<file path="config.mk">
export PLATFORM = sky130hd
export DESIGN_NAME = wde_ram
export DESIGN_NICKNAME = d
export VERILOG_FILES = /design/src/rtl/wde_ram.sv
export SDC_FILE = /design/constraint.sdc
export NUM_CORES = 1
export LEC_CHECK = 0
export BUFFER_PORTS_ARGS = -buffer_cell sky130_fd_sc_hd__buf_2
export CAP_MARGIN = 5
export CORE_UTILIZATION = 40
export CTS_CLUSTER_SIZE = 12
export DETAILED_ROUTE_END_ITERATION = 16
export PLACE_DENSITY = 0.65
export SLEW_MARGIN = 20
export SYNTH_ARGS = -nofsm -noshare
export SYNTH_HDL_FRONTEND = slang
export SYNTH_SLANG_ARGS = --single-unit
</file>
<file path="constraint.sdc">
create_clock -name clk -period 15.22 [get_ports clk]
set_clock_uncertainty 0.15 [all_clocks]
set_input_delay 0.761 -clock clk [delete_from_list [all_inputs] [get_ports clk]]
set_output_delay 0.761 -clock clk [all_outputs]
set_load 0.01 [all_outputs]
</file>
<file path="src/rtl/wde_ram.sv">
`timescale 1ns / 1ps
// ---------------------------------------------------------------------------
// wde_ram: generic simple dual-port RAM (separate write and read address)
// One write and one registered read per cycle.
// ---------------------------------------------------------------------------
module wde_ram #(
  parameter int WIDTH = 64,
  parameter int DEPTH = 8
) (
  input  logic                     clk,
  input  logic                     we,
  input  logic [$clog2(DEPTH)-1:0] waddr,
  input  logic [WIDTH-1:0]         wdata,
  input  logic [$clog2(DEPTH)-1:0] raddr,
  output logic [WIDTH-1:0]         rdata
);
  logic [WIDTH-1:0] mem [DEPTH];

  always_ff @(posedge clk) begin
    if (we) mem[waddr] <= wdata;
    rdata <= mem[raddr];
  end
endmodule

</file>
# == Word-level counts from Yosys, hierarchy flattened ==
# Memories as Yosys holds them, arrays and structs flattened. A register that Yosys moved wholly into a read port is not among the register bits.
# Index checks and enable logic that the tools add are counted.
# op_classes
muxes,2
# ops
cell,n
$mux 1,2
# word_totals
word_cells,3
input_bits,72
output_inout_bits,64
mem_count,1
ram_bits,512
register_bits,0
# memory_table
name,depth,width,rd,rd_clocked_by_memory_dff,write_ports,line_no,rtl
mem,8,64,1,1,1,17,logic [WIDTH-1:0] mem [DEPTH];

# == Logic depth before layout (Yosys ltp) ==
# logic_depth
ltp_word,2
mapped_depth,4

# == Worst setup path before layout ==
# No wires, ideal clock.
# synth_path
kind,input to register
start,in waddr[2]
end,mem mem[0][0] (enable)
arrival_ns,5.291
n_path_buf,0
setup_ns,0.565
path_stages,2
slack_ns,9.213
path_cell_list,nand2b_1 > nor3_1
# synth_lines
element,line_no,rtl
from (decl),12,"input logic [$clog2(DEPTH)-1:0] waddr,"
to (decl),17,
# No word-level cell before the write port.

==> impl_metrics.yaml <==
layout:
  layout_common_cells: "512 x edfxtp_1, 132 x buf_2, 128 x mux4_2"
  final_util_pct: 46.9
  fin_nets: 1059
  drive_gt1_share_pct: 39.7
  finalNonFillerCells: 1706
  final_common_cell: "edfxtp_1"
  syn_to_final_growth_pct: 15.1
placed_design:
  dp_cells: 1602
  io_buffers: 135
  dpl.hpwl_mm: 20.3
  gp_congestion: 0.705
die:
  die_w_um: 229
  initial_core_util_pct: 40.8
  ios: 136
  die-height_um: 229
  die-area_um2: 52300
  rows: 82
  core_area_um2: 50400
route:
  wl_mm: 38.3
  dr.pass1.iters: 7
  post_drt_wl_per_cell_um: 22.5
  via_per_inst: 5.08
  via_count: 8666
  drc: 0
  detailedRoute.firstIterationViolations: 611
  ant_nets: 0
grt:
  antenna_found_initial: 13
  grt_pass1_vias: 9333
  grt_first_pass_wirelength_mm: 58.8
  grt.total_usage_pct: 15.0
  grt.overflow.total: 0
  grt_max_degree: 77
flow_run:
  cap_viol_max_count: 0
power_and_ir_drop:
  ir_worst_vdd_v: 0.0000957
  power.density_nw_per_um2: 136
  p_leak_uw: 0.00767
synthesis:
  syn_inst: 816
  synth_area_per_cell_um2: 25.2
  seq_area_frac_synth_pct: 81.1
  synth_area_um2: 20500
  ys_seq_elements: 576
  syn-num-nets: 888
  yosysUniqueCellTypes: 13
  synth-warning-count: 0
critical_path:
  crit_fanout: 76
  cp-end-kind: "register"
  start_kind: "input port"
  crit_type: "input port to register"
  cp.arrival_ns: 3.02
  required_ns: 15.51
cts:
  clk_pin_slew_ns: 0.06
  postCtsHoldBufs: 0
  cts_repair_resize_count: 0
  cts.sinks: 576
  cts_tree: "yes"
  htree_levels: 2
  cts_root_buf: "clkbuf_16"
  clock_path_buffers: 3
  clkLatencyLatePin_ns: 0.57
  cts-buffers-inserted: 55
  post_cts.repair.setup_buffers: 0
sta:
  tns_ns: 0
  worst_slew_margin_rel_pct: 33.4
  period_minus_slack_ns: 2.73
  final-hold-violation-count: 0
  timing.fmax_mhz: 367
  worst_slew_pin_slew_ns: 0.999
  setup_viol: 0
  rsz0062_at_grt: "false"
  timing.final.crit_share_pct: 17.9
  drv_slew: 0
status:
  outcome: "finished clean"
hold_path:
  hold_class: "input port to register"
==> per-stage QoR <==
step                worst slack, ns  total power (uW)  instance area, um^2  hold WS, ns
floorplan                      9.21              1940                20500        0.507
global placement              11.55              2010                22000        0.513
detailed placement            11.54              2010                22000        0.518
CTS                           12.13              3240                23600        0.283
global route                  12.27              3320                23600        0.300
finish                        12.49              3210                23600        0.311
==> metal layers <==
metal / share of wire [%] / routed length, um / global-route usage (%)
met3: 4.7 / 1820 / 3.62
met4: 2.0 / 750 / 4.26
met2: 50 / 19100 / 24.8
met5: 0.32 / 123 / 0
met1: 43 / 16500 / 19.7
==> cells by family (layout without fill, tap and decap cells) <==
| kind of cell | count (synthesis) | after routing | share of synthesized area, % |
|---|---|---|---|
| DFF | 576 | 576 | 81.1 |
| muxes | 192 | 192 | 17.5 |
| buffers and inverters | 35 | 250 | 1.11 |
| and+or+nand+nor | 13 | 13 | 0.286 |
| other | 0 | 3 | 0 |
==> Yosys cell counts <==
master	number	area (um^2)
edfxtp_1	512	15400
nand2_1	2	7.51
dfxtp_1	64	1280
buf_1	9	33.8
nor2_1	6	22.5
buf_4	3	22.5
buf_6	11	124
buf_2	3	15.0
nand2b_1	3	18.8
mux2_2	64	721
clkbuf_1	9	33.8
mux4_2	128	2880
nor3_1	2	10.0
==> where the power goes <==
group,internal [uW],total (uW),switching (uW)
sequential,1790,1800,17.5
combinational,78.8,168,89.3
clock,707,1230,527
==> critical path, cell delays in order <==
cell	delay (ns)
buf_8	0.64
buf_6	0.66
mux4_2	0.59
mux2_2	0.28
==> sequential cells by signal, indices dropped and copies added, names as in the netlist <==
| signal | cells |
|---|---|
| rdata | 64 |
| mem | 512 |
==> path summary, 6_finish.rpt <==
path | start | slack [ns] | endpoint | cells past startpoint
worst max-delay path | raddr[0] | 12.49 | rdata[43] | 4
worst min-delay path | wdata[22] | 0.31 | mem[4][22] | 1
worst max register to register | mem[7][21] | 13.81 | rdata[21] | 2
worst min register to register | mem[6][41] | 0.53 | rdata[41] | 2
==> area by class of cell <==
type | instances | area (um^2)
fill | 4042 | 26700
clock buffer | 97 | 1610
multi-input combinational | 205 | 3720
sequential | 576 | 16700
clock inverter | 4 | 15.0
timing repair buffer | 149 | 803
antenna | 3 | 7.51
tap | 672 | 841
Note: power is estimated with default switching activity, not from simulation.
